$ cat src/rtl/hsl_pkg.sv
// ----------------------------------------------------------------------------
// HSL to RGB conversion package
// Shared constants, sector codes and pipeline control types for the
// HSL to RGB converter.
// ----------------------------------------------------------------------------
package hsl_pkg;

   // Scale of the hue, saturation and lightness inputs.
   localparam int FULL_SCALE   = 240;
   localparam int SECTOR_STEPS = 40;
   localparam int HALF_SECTOR  = SECTOR_STEPS / 2;

   // Common denominator of chroma, secondary value and offset.
   localparam int DENOM        = FULL_SCALE * FULL_SCALE * SECTOR_STEPS;
   localparam int LIGHT_WEIGHT = DENOM / FULL_SCALE;

   // Widths of the internal quantities.
   localparam int CHAN_W   = 8;
   localparam int PROD_W   = 16;   // a * s, up to 57600
   localparam int WEIGHT_W = 6;    // 40 - d, up to 40
   localparam int NUM_W    = 23;   // numerators, up to 2304000 with headroom
   localparam int QUOT_W   = 16;   // numerator * 17 / 2048

   // 255 / 2304000 reduces to 17 / (2048 * 75). The division by 75 is a
   // multiplication by a rounded-up reciprocal; exact for quotients below
   // 2^22 / 71, well above the largest reachable value of 19125.
   localparam int CHANNEL_GAIN = 17;
   localparam int PRE_SHIFT    = 11;
   localparam int RECIP_75     = 55925;
   localparam int RECIP_SHIFT  = 22;
   localparam int RECIP_W      = 16;
   localparam int CHANNEL_MAX  = 255;

   // Number of register stages from request to response.
   localparam int NUM_STAGES = 6;

   // Hue sectors, 60 degrees each.
   typedef enum logic [2:0] {
      SEC_RED_YELLOW    = 3'd0,
      SEC_YELLOW_GREEN  = 3'd1,
      SEC_GREEN_CYAN    = 3'd2,
      SEC_CYAN_BLUE     = 3'd3,
      SEC_BLUE_MAGENTA  = 3'd4,
      SEC_MAGENTA_RED   = 3'd5
   } sector_type;

   // Load enables for the two register stages inside one pipeline module.
   typedef struct packed {
      logic load_first;
      logic load_second;
   } stage_ctl_type;

endpackage

$ cat src/rtl/hsl_to_rgb_converter.sv
// ----------------------------------------------------------------------------
// HSL to RGB converter
// Converts hue, saturation and lightness on the 0-240 scale into 8-bit
// red, green and blue with exact integer arithmetic.
// ----------------------------------------------------------------------------
// Usage:
//   A request carries hue, saturation and lightness on req_*; it is taken
//   on a rising clock edge with req_valid high and req_stall low. Hue from
//   240 to 255 wraps into the first sector; saturation and lightness above
//   240 count as 240. Each request gives exactly one response on rsp_*,
//   taken on an edge with rsp_valid high and rsp_stall low.
//   Throughput is one request per cycle while the receiver does not stall,
//   set by the six register stages (normalize, span product, component
//   numerators, channel routing and scaling, reciprocal multiply, clamp),
//   each of which takes a new request every cycle unless stalled.
//   When the receiver stalls, the response holds and the stages behind it
//   keep filling their empty slots; req_stall rises only once all six
//   stages hold requests. Synchronous reset empties the pipeline; no
//   response is pending afterward.
// ----------------------------------------------------------------------------
module hsl_to_rgb_converter (
   input  logic       clock,
   input  logic       reset,
   input  logic       req_valid,
   output logic       req_stall,
   input  logic [7:0] req_hue,
   input  logic [7:0] req_saturation,
   input  logic [7:0] req_lightness,
   output logic       rsp_valid,
   input  logic       rsp_stall,
   output logic [7:0] rsp_red,
   output logic [7:0] rsp_green,
   output logic [7:0] rsp_blue
);
   import hsl_pkg::*;

   stage_ctl_type       front_ctl;
   stage_ctl_type       mix_ctl;
   stage_ctl_type       div_ctl;

   logic [PROD_W-1:0]   span_sat;
   logic [WEIGHT_W-1:0] weight;
   logic [7:0]          light;
   sector_type          sector;
   logic [QUOT_W-1:0]   red_quot;
   logic [QUOT_W-1:0]   green_quot;
   logic [QUOT_W-1:0]   blue_quot;

   // Valid tracking and stage enables.
   hsl_pipe_ctl u_pipe_ctl (
      .clock     (clock),
      .reset     (reset),
      .req_valid (req_valid),
      .req_stall (req_stall),
      .rsp_valid (rsp_valid),
      .rsp_stall (rsp_stall),
      .front_ctl (front_ctl),
      .mix_ctl   (mix_ctl),
      .div_ctl   (div_ctl)
   );

   // Input normalization and span product.
   hsl_front u_front (
      .clock      (clock),
      .ctl        (front_ctl),
      .hue        (req_hue),
      .saturation (req_saturation),
      .lightness  (req_lightness),
      .span_sat   (span_sat),
      .weight     (weight),
      .light      (light),
      .sector     (sector)
   );

   // Component numerators, routing and first scaling step.
   hsl_mix u_mix (
      .clock      (clock),
      .ctl        (mix_ctl),
      .span_sat   (span_sat),
      .weight     (weight),
      .light      (light),
      .sector     (sector),
      .red_quot   (red_quot),
      .green_quot (green_quot),
      .blue_quot  (blue_quot)
   );

   // Final division and clamp, one unit per channel.
   hsl_div75 u_div_red (
      .clock (clock),
      .ctl   (div_ctl),
      .quot  (red_quot),
      .chan  (rsp_red)
   );

   hsl_div75 u_div_green (
      .clock (clock),
      .ctl   (div_ctl),
      .quot  (green_quot),
      .chan  (rsp_green)
   );

   hsl_div75 u_div_blue (
      .clock (clock),
      .ctl   (div_ctl),
      .quot  (blue_quot),
      .chan  (rsp_blue)
   );

endmodule

$ cat src/rtl/hsl_pipe_ctl.sv
// ----------------------------------------------------------------------------
// HSL pipeline control
// Tracks the valid bit of each pipeline stage and decides which stages
// advance, so that bubbles collapse and a stall loses no request.
// ----------------------------------------------------------------------------
module hsl_pipe_ctl (
   input  logic                   clock,
   input  logic                   reset,
   input  logic                   req_valid,
   output logic                   req_stall,
   output logic                   rsp_valid,
   input  logic                   rsp_stall,
   output hsl_pkg::stage_ctl_type front_ctl,
   output hsl_pkg::stage_ctl_type mix_ctl,
   output hsl_pkg::stage_ctl_type div_ctl
);
   import hsl_pkg::*;

   logic [NUM_STAGES-1:0] valid_ff;
   logic [NUM_STAGES-1:0] valid_in;
   logic [NUM_STAGES-1:0] advance;
   logic                  req_take;
   logic                  rsp_take;

   // A stage may load when it is empty or when its content moves on.
   always_comb begin
      advance[NUM_STAGES-1] = !valid_ff[NUM_STAGES-1] || !rsp_stall;
      for (int i = NUM_STAGES - 2; i >= 0; i--) begin
         advance[i] = !valid_ff[i] || advance[i+1];
      end
   end

   // Next valid bits: a loading stage takes the valid bit of the stage before it.
   always_comb begin
      valid_in = valid_ff;
      if (advance[0]) begin
         valid_in[0] = req_valid;
      end
      for (int i = 1; i < NUM_STAGES; i++) begin
         if (advance[i]) begin
            valid_in[i] = valid_ff[i-1];
         end
      end
   end

   always_ff @(posedge clock) begin
      if (reset) begin
         valid_ff <= '0;
      end else begin
         valid_ff <= valid_in;
      end
   end

   assign req_stall = !advance[0];
   assign rsp_valid = valid_ff[NUM_STAGES-1];
   assign req_take  = req_valid && !req_stall;
   assign rsp_take  = rsp_valid && !rsp_stall;

   assign front_ctl = '{load_first: advance[0], load_second: advance[1]};
   assign mix_ctl   = '{load_first: advance[2], load_second: advance[3]};
   assign div_ctl   = '{load_first: advance[4], load_second: advance[5]};

   // A request taken without a response leaving adds one item in flight.
   assert property (@(posedge clock) disable iff (reset)
      (req_take && !rsp_take) |=>
         ($countones(valid_ff) == $past($countones(valid_ff)) + 1))
      else $error("pipeline occupancy did not grow on a lone request");

   // A response leaving without a new request removes one item.
   assert property (@(posedge clock) disable iff (reset)
      (!req_take && rsp_take) |=>
         ($countones(valid_ff) + 1 == $past($countones(valid_ff))))
      else $error("pipeline occupancy did not shrink on a lone response");

   // Input is held off only when every stage is occupied.
   assert property (@(posedge clock) disable iff (reset)
      req_stall |-> (&valid_ff))
      else $error("request stalled while the pipeline has a bubble");

   // Reset empties the pipeline.
   assert property (@(posedge clock)
      reset |=> (valid_ff == '0))
      else $error("pipeline not empty after reset");

endmodule

$ cat src/rtl/hsl_front.sv
// ----------------------------------------------------------------------------
// HSL front end
// First stage normalizes the inputs and finds the sector, the hue weight
// and the lightness span; second stage forms span times saturation.
// ----------------------------------------------------------------------------
module hsl_front (
   input  logic                                   clock,
   input  hsl_pkg::stage_ctl_type                 ctl,
   input  logic [7:0]                             hue,
   input  logic [7:0]                             saturation,
   input  logic [7:0]                             lightness,
   output logic [hsl_pkg::PROD_W-1:0]             span_sat,
   output logic [hsl_pkg::WEIGHT_W-1:0]           weight,
   output logic [7:0]                             light,
   output hsl_pkg::sector_type                    sector
);
   import hsl_pkg::*;

   logic [7:0]          hue_wrap;
   logic [7:0]          hue_mod;
   logic [7:0]          hue_dist;
   logic [8:0]          light_x2;
   logic [8:0]          light_dev;

   logic [7:0]          sat_in,    sat_ff;
   logic [7:0]          span_in,   span_ff;
   logic [7:0]          light_in,  light_ff;
   logic [WEIGHT_W-1:0] weight_in, weight_ff;
   sector_type          sector_in, sector_ff;

   logic [PROD_W-1:0]   span_sat_in, span_sat_ff;
   logic [7:0]          light2_ff;
   logic [WEIGHT_W-1:0] weight2_ff;
   sector_type          sector2_ff;

   // Wrap hue past the scale and saturate saturation and lightness.
   always_comb begin
      hue_wrap = (hue >= 8'(FULL_SCALE)) ? hue - 8'(FULL_SCALE) : hue;
      sat_in   = (saturation > 8'(FULL_SCALE)) ? 8'(FULL_SCALE) : saturation;
      light_in = (lightness > 8'(FULL_SCALE)) ? 8'(FULL_SCALE) : lightness;
   end

   // Sector is hue divided by 40; the weight is 40 minus the distance of
   // hue modulo 80 from the middle of the double sector.
   always_comb begin
      priority if (hue_wrap >= 8'(5 * SECTOR_STEPS)) begin
         sector_in = SEC_MAGENTA_RED;
      end else if (hue_wrap >= 8'(4 * SECTOR_STEPS)) begin
         sector_in = SEC_BLUE_MAGENTA;
      end else if (hue_wrap >= 8'(3 * SECTOR_STEPS)) begin
         sector_in = SEC_CYAN_BLUE;
      end else if (hue_wrap >= 8'(2 * SECTOR_STEPS)) begin
         sector_in = SEC_GREEN_CYAN;
      end else if (hue_wrap >= 8'(SECTOR_STEPS)) begin
         sector_in = SEC_YELLOW_GREEN;
      end else begin
         sector_in = SEC_RED_YELLOW;
      end

      priority if (hue_wrap >= 8'(4 * SECTOR_STEPS)) begin
         hue_mod = hue_wrap - 8'(4 * SECTOR_STEPS);
      end else if (hue_wrap >= 8'(2 * SECTOR_STEPS)) begin
         hue_mod = hue_wrap - 8'(2 * SECTOR_STEPS);
      end else begin
         hue_mod = hue_wrap;
      end

      hue_dist  = (hue_mod >= 8'(SECTOR_STEPS)) ? hue_mod - 8'(SECTOR_STEPS)
                                                : 8'(SECTOR_STEPS) - hue_mod;
      weight_in = WEIGHT_W'(8'(SECTOR_STEPS) - hue_dist);
   end

   // Lightness span: 240 minus the distance of twice lightness from 240.
   always_comb begin
      light_x2  = {light_in, 1'b0};
      light_dev = (light_x2 >= 9'(FULL_SCALE)) ? light_x2 - 9'(FULL_SCALE)
                                               : 9'(FULL_SCALE) - light_x2;
      span_in   = 8'(9'(FULL_SCALE) - light_dev);
   end

   // Second stage product of span and saturation.
   assign span_sat_in = PROD_W'(span_ff) * PROD_W'(sat_ff);

   always_ff @(posedge clock) begin
      if (ctl.load_first) begin
         sat_ff    <= sat_in;
         span_ff   <= span_in;
         light_ff  <= light_in;
         weight_ff <= weight_in;
         sector_ff <= sector_in;
      end
      if (ctl.load_second) begin
         span_sat_ff <= span_sat_in;
         light2_ff   <= light_ff;
         weight2_ff  <= weight_ff;
         sector2_ff  <= sector_ff;
      end
   end

   assign span_sat = span_sat_ff;
   assign weight   = weight2_ff;
   assign light    = light2_ff;
   assign sector   = sector2_ff;

endmodule

$ cat src/rtl/hsl_mix.sv
// ----------------------------------------------------------------------------
// HSL component mixer
// First stage forms chroma, secondary value and offset as numerators over
// 2304000; second stage routes them to the channels by sector and scales
// each channel numerator by 17 / 2048.
// ----------------------------------------------------------------------------
module hsl_mix (
   input  logic                             clock,
   input  hsl_pkg::stage_ctl_type           ctl,
   input  logic [hsl_pkg::PROD_W-1:0]       span_sat,
   input  logic [hsl_pkg::WEIGHT_W-1:0]     weight,
   input  logic [7:0]                       light,
   input  hsl_pkg::sector_type              sector,
   output logic [hsl_pkg::QUOT_W-1:0]       red_quot,
   output logic [hsl_pkg::QUOT_W-1:0]       green_quot,
   output logic [hsl_pkg::QUOT_W-1:0]       blue_quot
);
   import hsl_pkg::*;

   localparam int SCALED_W = NUM_W + 5;

   logic [NUM_W-1:0]    chroma_in,    chroma_ff;
   logic [NUM_W-1:0]    second_in,    second_ff;
   logic [NUM_W-1:0]    offset_in,    offset_ff;
   sector_type          sector_ff;

   logic [NUM_W-1:0]    red_part;
   logic [NUM_W-1:0]    green_part;
   logic [NUM_W-1:0]    blue_part;
   logic [NUM_W-1:0]    red_num;
   logic [NUM_W-1:0]    green_num;
   logic [NUM_W-1:0]    blue_num;
   logic [SCALED_W-1:0] red_scaled;
   logic [SCALED_W-1:0] green_scaled;
   logic [SCALED_W-1:0] blue_scaled;
   logic [QUOT_W-1:0]   red_in,   red_ff;
   logic [QUOT_W-1:0]   green_in, green_ff;
   logic [QUOT_W-1:0]   blue_in,  blue_ff;

   // Chroma is span_sat * 40, the secondary value span_sat * weight, and
   // the offset lightness * 9600 - span_sat * 20, never negative.
   always_comb begin
      chroma_in = NUM_W'(span_sat) * NUM_W'(SECTOR_STEPS);
      second_in = NUM_W'(span_sat) * NUM_W'(weight);
      offset_in = NUM_W'(light) * NUM_W'(LIGHT_WEIGHT)
                - NUM_W'(span_sat) * NUM_W'(HALF_SECTOR);
   end

   // Route chroma and secondary value to the channels of this sector.
   always_comb begin
      red_part   = '0;
      green_part = '0;
      blue_part  = '0;
      unique case (sector_ff)
         SEC_RED_YELLOW: begin
            red_part   = chroma_ff;
            green_part = second_ff;
         end
         SEC_YELLOW_GREEN: begin
            red_part   = second_ff;
            green_part = chroma_ff;
         end
         SEC_GREEN_CYAN: begin
            green_part = chroma_ff;
            blue_part  = second_ff;
         end
         SEC_CYAN_BLUE: begin
            green_part = second_ff;
            blue_part  = chroma_ff;
         end
         SEC_BLUE_MAGENTA: begin
            red_part   = second_ff;
            blue_part  = chroma_ff;
         end
         default: begin
            red_part   = chroma_ff;
            blue_part  = second_ff;
         end
      endcase
   end

   // Add the offset and take numerator * 17 / 2048, truncated.
   always_comb begin
      red_num      = red_part + offset_ff;
      green_num    = green_part + offset_ff;
      blue_num     = blue_part + offset_ff;
      red_scaled   = SCALED_W'(red_num) * SCALED_W'(CHANNEL_GAIN);
      green_scaled = SCALED_W'(green_num) * SCALED_W'(CHANNEL_GAIN);
      blue_scaled  = SCALED_W'(blue_num) * SCALED_W'(CHANNEL_GAIN);
      red_in       = red_scaled[PRE_SHIFT +: QUOT_W];
      green_in     = green_scaled[PRE_SHIFT +: QUOT_W];
      blue_in      = blue_scaled[PRE_SHIFT +: QUOT_W];
   end

   always_ff @(posedge clock) begin
      if (ctl.load_first) begin
         chroma_ff <= chroma_in;
         second_ff <= second_in;
         offset_ff <= offset_in;
         sector_ff <= sector;
      end
      if (ctl.load_second) begin
         red_ff   <= red_in;
         green_ff <= green_in;
         blue_ff  <= blue_in;
      end
   end

   assign red_quot   = red_ff;
   assign green_quot = green_ff;
   assign blue_quot  = blue_ff;

endmodule

$ cat src/rtl/hsl_div75.sv
// ----------------------------------------------------------------------------
// HSL channel divider
// Divides one scaled channel value by 75 through a reciprocal multiply,
// then clamps the result to the 8-bit channel range.
// ----------------------------------------------------------------------------
module hsl_div75 (
   input  logic                          clock,
   input  hsl_pkg::stage_ctl_type        ctl,
   input  logic [hsl_pkg::QUOT_W-1:0]    quot,
   output logic [hsl_pkg::CHAN_W-1:0]    chan
);
   import hsl_pkg::*;

   localparam int MUL_W = QUOT_W + RECIP_W;
   localparam int HIGH_W = MUL_W - RECIP_SHIFT;

   logic [MUL_W-1:0]  prod_in, prod_ff;
   logic [HIGH_W-1:0] prod_high;
   logic [CHAN_W-1:0] chan_in, chan_ff;

   // First stage: multiply by the reciprocal of 75.
   assign prod_in = MUL_W'(quot) * MUL_W'(RECIP_75);

   // Second stage: drop the fraction and clamp to the channel maximum.
   always_comb begin
      prod_high = prod_ff[RECIP_SHIFT +: HIGH_W];
      if (prod_high > HIGH_W'(CHANNEL_MAX)) begin
         chan_in = CHAN_W'(CHANNEL_MAX);
      end else begin
         chan_in = prod_high[CHAN_W-1:0];
      end
   end

   always_ff @(posedge clock) begin
      if (ctl.load_first) begin
         prod_ff <= prod_in;
      end
      if (ctl.load_second) begin
         chan_ff <= chan_in;
      end
   end

   assign chan = chan_ff;

endmodule

$ cat config.mk
export PLATFORM = sky130hd
export DESIGN_NAME = hsl_to_rgb_converter
export DESIGN_NICKNAME = d
export VERILOG_FILES = /design/src/rtl/hsl_pkg.sv /design/src/rtl/hsl_to_rgb_converter.sv /design/src/rtl/hsl_pipe_ctl.sv /design/src/rtl/hsl_front.sv /design/src/rtl/hsl_mix.sv /design/src/rtl/hsl_div75.sv
export SDC_FILE = /design/constraint.sdc
export NUM_CORES = 2
export LEC_CHECK = 0
export BUFFER_PORTS_ARGS = -buffer_cell sky130_fd_sc_hd__clkbuf_2
export CAP_MARGIN = 20
export CORE_MARGIN = 1.5
export CORE_UTILIZATION = 60
export CTS_CLUSTER_SIZE = 14
export DETAILED_ROUTE_END_ITERATION = 10
export PLACE_DENSITY = 0.88
export SETUP_SLACK_MARGIN = 0.15
export SLEW_MARGIN = 40
export SYNTH_ARGS = -nofsm -noshare
export SYNTH_HDL_FRONTEND = slang
export SYNTH_SLANG_ARGS = --single-unit
$ cat constraint.sdc
create_clock -name clock -period 17.2 [get_ports clock]
set_clock_uncertainty 0.15 [all_clocks]
set_input_delay 2.58 -clock clock [delete_from_list [all_inputs] [get_ports clock]]
set_output_delay 2.58 -clock clock [all_outputs]
set_load 0.05 [all_outputs]
* Word-level counts from Yosys, hierarchy flattened
Index checks and enable logic that the tools add are counted.
** Word-level totals
- Flip-flop bits (word level) :: 307
- Input bits :: 28
** Cells by class
- Add/sub/neg operators :: 13
- Multipliers :: 11
- $lt $le $gt $ge :: 13
- Equality and inequality tests :: 4
- Mux-type cells :: 13
- Reductions and logical operators :: 22
** Operators with widths (count)
- $pmux 22 s2 :: 3
- $mul 16x16->32 const B :: 3
- $mul 23x5->27 const B :: 3
- $add 22x23->23 :: 3
- $mux 8 :: 5
- $mul 16x3->19 const B :: 2
- $gt 10x8->1 const B :: 3
- $ge 8x8->1 const B :: 3
- $sub 8x8->8 const B :: 3
- $sub 22x21->23 :: 1
- $mul 16x6->22 :: 1
- $ge 8x6->1 const B :: 2
- $ge 8x7->1 const B :: 2
- $gt 8x8->1 const B :: 2
- $mul 8x8->16 :: 1
- $sub 8x8->8 const A :: 2
- $mul 8x7->15 const B :: 1
- $reduce_or 2->1 :: 7
- $sub 6x6->6 const A :: 2
- $ge 9x8->1 const B :: 1
- $logic_not 1->1 :: 8
- $sub 8x7->8 const B :: 1
- $eq 3x2->1 const B :: 2
- $logic_or 1x1->1 :: 6
- other kinds (7) :: 9

* Longest topological paths before layout
- Depth in word-level cells :: 8
- Mapped depth :: 27

* Cells and area by module
A second synthesis with hierarchy kept.
** Unflattened totals
- Cell total of the unflattened synthesis :: 3580
- Area, all modules :: 35994.5 sq um
** Modules (own cells, without submodules)
- hsl_mix :: instances 1, cells each 1555, area an instance 14635.3 sq um
- hsl_div75 at u_div_red :: instances 1, cells each 540, area an instance 5570.3 sq um
- hsl_div75 at u_div_green :: instances 1, cells each 509, area an instance 5405.2 sq um
- hsl_div75 at u_div_blue :: instances 1, cells each 518, area an instance 5400.2 sq um
- hsl_front :: instances 1, cells each 430, area an instance 4734.5 sq um
- hsl_pipe_ctl :: instances 1, cells each 28, area an instance 249.0 sq um

* Least setup slack after synthesis
No wires, ideal clock.
- Path type :: in2out
- Start point :: input port rsp_stall
- End point :: output port req_stall
- Arrival time :: 4.493 ns
- Data required time :: 14.470 ns
- Path slack :: 9.977 ns
- Cell stages on the path :: 4
- Buffers on the path :: 0
- Cells stage by stage :: and3_1 and3_1 nand3_1 inv_1
** Between the ends
- Cells in the longest elaborated chain, start to end :: 8
** RTL lines
- start: declaration :: RTL line hsl_to_rgb_converter.sv:30 : input logic rsp_stall,
- $logic_not 1->1 :: RTL line hsl_pipe_ctl.sv:27 : advance[NUM_STAGES-1] = !valid_ff[NUM_STAGES-1] || !rsp_stall;
- $logic_or 1x1->1 :: RTL line hsl_pipe_ctl.sv:27
- $logic_or 1x1->1 (5 in series) :: RTL line hsl_pipe_ctl.sv:29 : advance[i] = !valid_ff[i] || advance[i+1];
- $logic_not 1->1 :: RTL line hsl_pipe_ctl.sv:54 : assign req_stall = !advance[0];
- end: declaration :: RTL line hsl_to_rgb_converter.sv:25 : output logic req_stall,
No other way between the ends.

* Final worst setup path
- Start point :: register u_mix.blue_ff[9] (netlist: u_mix.blue_quot[9])
- End point :: register u_div_blue.prod_ff[30], data pin
** Between the ends
- Cells in the longest elaborated chain, start to end :: 1
** RTL lines
- start: declaration :: RTL line hsl_mix.sv:38 : logic [QUOT_W-1:0] blue_in, blue_ff;
- start signal: assignment :: RTL line hsl_mix.sv:105 : blue_ff <= blue_in;
- $mul 16x16->32 :: RTL line hsl_div75.sv:22 : assign prod_in = MUL_W'(quot) * MUL_W'(RECIP_75);
- named net u_div_blue.prod_in[30] :: RTL line hsl_div75.sv:17 : logic [MUL_W-1:0] prod_in, prod_ff;
- end signal: assignment :: RTL line hsl_div75.sv:36 : prod_ff <= prod_in;
- end: declaration :: RTL line hsl_div75.sv:17
The timed path passes the listed nets, and every way through them passes these cells.
A chain may end at the register's enable or synchronous reset.

==> metrics.txt <==
TritonCTS Buffers=28; DIE WIDTH=242.5 um; fill count=4137; Final Hold Fails=0; RSZ-0062 raised after global routing=no; total overflow reported by the global router=0; post-synthesis instance total=3406; detailed-router iteration count before antenna repair=8; share of post-route cells with drive strength above 1=0.04103; count of hold buffers inserted by post-cts repair=0; total count of max-transition violations in the final report=0; most used flip-flop cell after synthesis=sky130_fd_sc_hd__edfxtp_1; worst min-delay path category=reg2reg; global-route wire length before repair=approximately 120 mm; number of nets in the synthesized netlist=4520; post-cts gate resize count=0; initial core utilization=0.6089; CP Capture Type=register; number of global-route vias before repair=25124; Slew headroom=0.4313; global routing's busiest layer=met2; number of diodes added for antenna fixing=0; number of enable-type register cells in the synthesized netlist=226; count of input and output buffers=53; # IOs=54; total negative slack=0 ps; maximum net fanout on the critical path=5; y dimension of the die=242.5 um; largest net degree at the start of global routing=62; kind of critical path=reg2reg; postcts setup bufs=0; Detail Placement HPWL=~60 mm; DR WL/cell=16.97 um; global routing met1 resource utilization=0.3024; count of unique library cells instantiated by Yosys=82; Post-Syn Area per Cell=roughly 10 sq um; clock-pin transition on the worst setup and hold timing paths=60 ps; residual antenna-violating net count after detailed routing=0; Setup Viol. Count Final=0; maximum achievable frequency=approximately 150 MHz; Detailed Route Iter0 Violations=1283; global routing met3 resource utilization=0.03057; post-route clock period utilization=0.3990; global routing usage on met2=0.4512; data arrival time of the critical path=~7100 ps; gp weighted congestion=0.9581; via count normalized by instance count=5.639; area overhead of the layout relative to synthesis=6.347%; transition time of the tightest slew-check pin=831.5 ps; Clock Sinks=232; Floorplan Core Area=56500 sq um; Post-synth ARST share=0; floorplan die area=between 50000 and 60000 sq um; post-synthesis cell area=34400 sq um; required time at the endpoint of the critical path=17390 ps; minimum clock period after layout=6863 ps; Final nets=4578; run status=finished, final reports clean; htree depth=1; master cell of the clock root buffer=sky130_fd_sc_hd__clkbuf_16; number of antenna violations at the first check in global routing=0; total global-route track usage=0.2483; clk buf depth=3; kind of start point of the critical path=register; max-capacitance violation count=0; overall via count from detail_route=23915; share of synthesized area occupied by flip-flops and latches=0.2008; flops & latches, synth=232; wire length reported by the detailed router=71.95 mm; YS warnings=0; cell row count=87; clock insertion delay at the later pin of the skew report=600 ps; DRC violation count after routing=0; TritonCTS clock tree=done
[critical path, cell delays in order, from the launching register on]
cell                       delay [ps]
sky130_fd_sc_hd__edfxtp_1         480
sky130_fd_sc_hd__inv_1            200
sky130_fd_sc_hd__fa_1             450
sky130_fd_sc_hd__inv_1             90
sky130_fd_sc_hd__fa_1             440
sky130_fd_sc_hd__fa_1             510
sky130_fd_sc_hd__inv_1             60
sky130_fd_sc_hd__fa_1             480
sky130_fd_sc_hd__inv_1             60
sky130_fd_sc_hd__fa_1             540
sky130_fd_sc_hd__inv_1             60
sky130_fd_sc_hd__fa_1             520
sky130_fd_sc_hd__inv_1             40
sky130_fd_sc_hd__ha_1             280
sky130_fd_sc_hd__nand4_1          140
sky130_fd_sc_hd__or4_1            530
sky130_fd_sc_hd__a21o_1           180
sky130_fd_sc_hd__o21ai_0          140
sky130_fd_sc_hd__o221ai_1         180
sky130_fd_sc_hd__a211oi_1         430
sky130_fd_sc_hd__nand4_1          230
sky130_fd_sc_hd__nand3b_1         180
sky130_fd_sc_hd__a21oi_1          100
sky130_fd_sc_hd__xnor2_1          130
[stage by stage]
stage	util	worst slack [ps]	area, sq um	hold WS, ps	cells
global route	0.6476	9925	36590	276.6	4241
detailed placement	0.6291	10410	35540	254.5	4190
CTS	0.6476	10380	36590	268.8	4241
global placement	0.6290	10470	35540	252.8	4190
finish	0.6476	10340	36590	267.8	4241
floorplan	-	9977	34400	250.3	3406
[final cells by class]
| type | instances | area (sq um) | area share |
|---|---|---|---|
| clock inverter | 20 | 330.3 | 0.009029 |
| sequential | 232 | 6907 | 0.1888 |
| multi-input combinational | 2446 | 24760 | 0.6767 |
| tap | 756 | 945.9 | 0.02585 |
| inverter | 695 | 2609 | 0.07131 |
| clock buffer | 31 | 711.9 | 0.01946 |
| timing repair buffer | 61 | 325.3 | 0.008892 |
[flip-flops by register name, summed over array words and instances (netlist names), 6 cells and up]
register             cells
u_mix.second_ff         21
u_mix.offset_ff         19
u_mix.chroma_ff         18
u_mix.blue_quot         16
u_mix.green_quot        16
u_mix.red_quot          16
u_front.span_sat        15
u_div_blue.prod_ff      10
u_div_green.prod_ff     10
u_div_red.prod_ff       10
u_div_blue.chan          8
u_div_green.chan         8
u_div_red.chan           8
u_front.light            8
u_front.light_ff         8
u_front.sat_ff           8
u_front.span_ff          6
u_front.weight           6
u_front.weight_ff        6
u_pipe_ctl.valid_ff      6
[layer usage]
layer	share of wire	vias to the layer above
met5	0	-
met4	0.035	0
met3	0.050	194
met2	0.51	666
met1	0.41	11606
li1	-	11449
[worst paths after layout]
kind	slack, ps	to	from	cells past startpoint
min reg2reg	270	u_front.weight[5]	u_front.weight_ff[5]	0
max	10340	u_div_blue.prod_ff[30]	u_mix.blue_quot[9]	23
min	270	u_front.weight[5]	u_front.weight_ff[5]	0
max reg2reg	10340	u_div_blue.prod_ff[30]	u_mix.blue_quot[9]	23
[cell usage after synthesis (4+ instances only)]
| library cell | count | area share |
|---|---|---|
| sky130_fd_sc_hd__or2_2 | 8 | 0.0015 |
| sky130_fd_sc_hd__o21a_1 | 25 | 0.0055 |
| sky130_fd_sc_hd__nand3_1 | 27 | 0.0039 |
| sky130_fd_sc_hd__a21oi_1 | 143 | 0.021 |
| sky130_fd_sc_hd__nor3b_1 | 4 | 0.00087 |
| sky130_fd_sc_hd__nor3_1 | 47 | 0.0068 |
| sky130_fd_sc_hd__nand2b_1 | 21 | 0.0038 |
| sky130_fd_sc_hd__edfxtp_1 | 226 | 0.20 |
| sky130_fd_sc_hd__a2111oi_0 | 8 | 0.0020 |
| sky130_fd_sc_hd__nand4_1 | 18 | 0.0033 |
| sky130_fd_sc_hd__xnor2_1 | 144 | 0.037 |
| sky130_fd_sc_hd__nand3b_1 | 4 | 0.00087 |
| sky130_fd_sc_hd__a21boi_0 | 8 | 0.0017 |
| sky130_fd_sc_hd__xor2_1 | 64 | 0.016 |
| sky130_fd_sc_hd__and2_1 | 72 | 0.013 |
| sky130_fd_sc_hd__o211ai_1 | 7 | 0.0015 |
| sky130_fd_sc_hd__o31ai_1 | 5 | 0.0011 |
| sky130_fd_sc_hd__o31a_1 | 4 | 0.0010 |
| sky130_fd_sc_hd__nor2b_1 | 30 | 0.0055 |
| sky130_fd_sc_hd__a31o_2 | 6 | 0.0015 |
| sky130_fd_sc_hd__nand2_1 | 234 | 0.026 |
| sky130_fd_sc_hd__mux2i_1 | 5 | 0.0015 |
| sky130_fd_sc_hd__fa_1 | 388 | 0.23 |
| sky130_fd_sc_hd__a21o_1 | 60 | 0.013 |
| sky130_fd_sc_hd__a22o_1 | 18 | 0.0046 |
| sky130_fd_sc_hd__or3_1 | 36 | 0.0065 |
| sky130_fd_sc_hd__ha_1 | 698 | 0.25 |
| sky130_fd_sc_hd__and3_1 | 18 | 0.0033 |
| sky130_fd_sc_hd__inv_1 | 694 | 0.076 |
| sky130_fd_sc_hd__a211oi_1 | 21 | 0.0046 |
| sky130_fd_sc_hd__dfxtp_1 | 6 | 0.0035 |
| sky130_fd_sc_hd__o21bai_1 | 11 | 0.0024 |
| sky130_fd_sc_hd__o21ai_0 | 98 | 0.014 |
| sky130_fd_sc_hd__clkbuf_1 | 29 | 0.0032 |
| sky130_fd_sc_hd__nor4_1 | 4 | 0.00073 |
| sky130_fd_sc_hd__a31oi_1 | 13 | 0.0024 |
| sky130_fd_sc_hd__nor2_1 | 133 | 0.015 |
[placed cells by master, fill, tap and decap left out, types with 21 or more instances in the layout]
| master | n |
|---|---|
| sky130_fd_sc_hd__a211oi_1 | 21 |
| sky130_fd_sc_hd__nor2b_1 | 30 |
| sky130_fd_sc_hd__o21ai_0 | 98 |
| sky130_fd_sc_hd__nor3_1 | 47 |
| sky130_fd_sc_hd__a21o_1 | 60 |
| sky130_fd_sc_hd__xor2_1 | 64 |
| sky130_fd_sc_hd__a21oi_1 | 143 |
| sky130_fd_sc_hd__nand2_1 | 233 |
| sky130_fd_sc_hd__nor2_1 | 133 |
| sky130_fd_sc_hd__nand2b_1 | 21 |
| sky130_fd_sc_hd__and2_1 | 72 |
| sky130_fd_sc_hd__edfxtp_1 | 226 |
| sky130_fd_sc_hd__nand3_1 | 26 |
| sky130_fd_sc_hd__ha_1 | 698 |
| sky130_fd_sc_hd__clkbuf_2 | 53 |
| sky130_fd_sc_hd__xnor2_1 | 144 |
| sky130_fd_sc_hd__fa_1 | 388 |
| sky130_fd_sc_hd__o21a_1 | 25 |
| sky130_fd_sc_hd__or3_1 | 36 |
| sky130_fd_sc_hd__clkbuf_16 | 28 |
| sky130_fd_sc_hd__inv_1 | 693 |
[kinds of logic after synthesis]
group           Yosys count  share of synthesized area
flops                   232                     0.2008
buf+inv                 728                    0.07998
xor+xnor                209                    0.05343
simple gates            671                    0.09449
fa+ha+maj              1086                     0.4797
mux                       6                   0.001891
compound gates          474                    0.08980
Power is not shown: default switching activity piles up to over one toggle a cycle in this logic, so the estimate is an artifact.
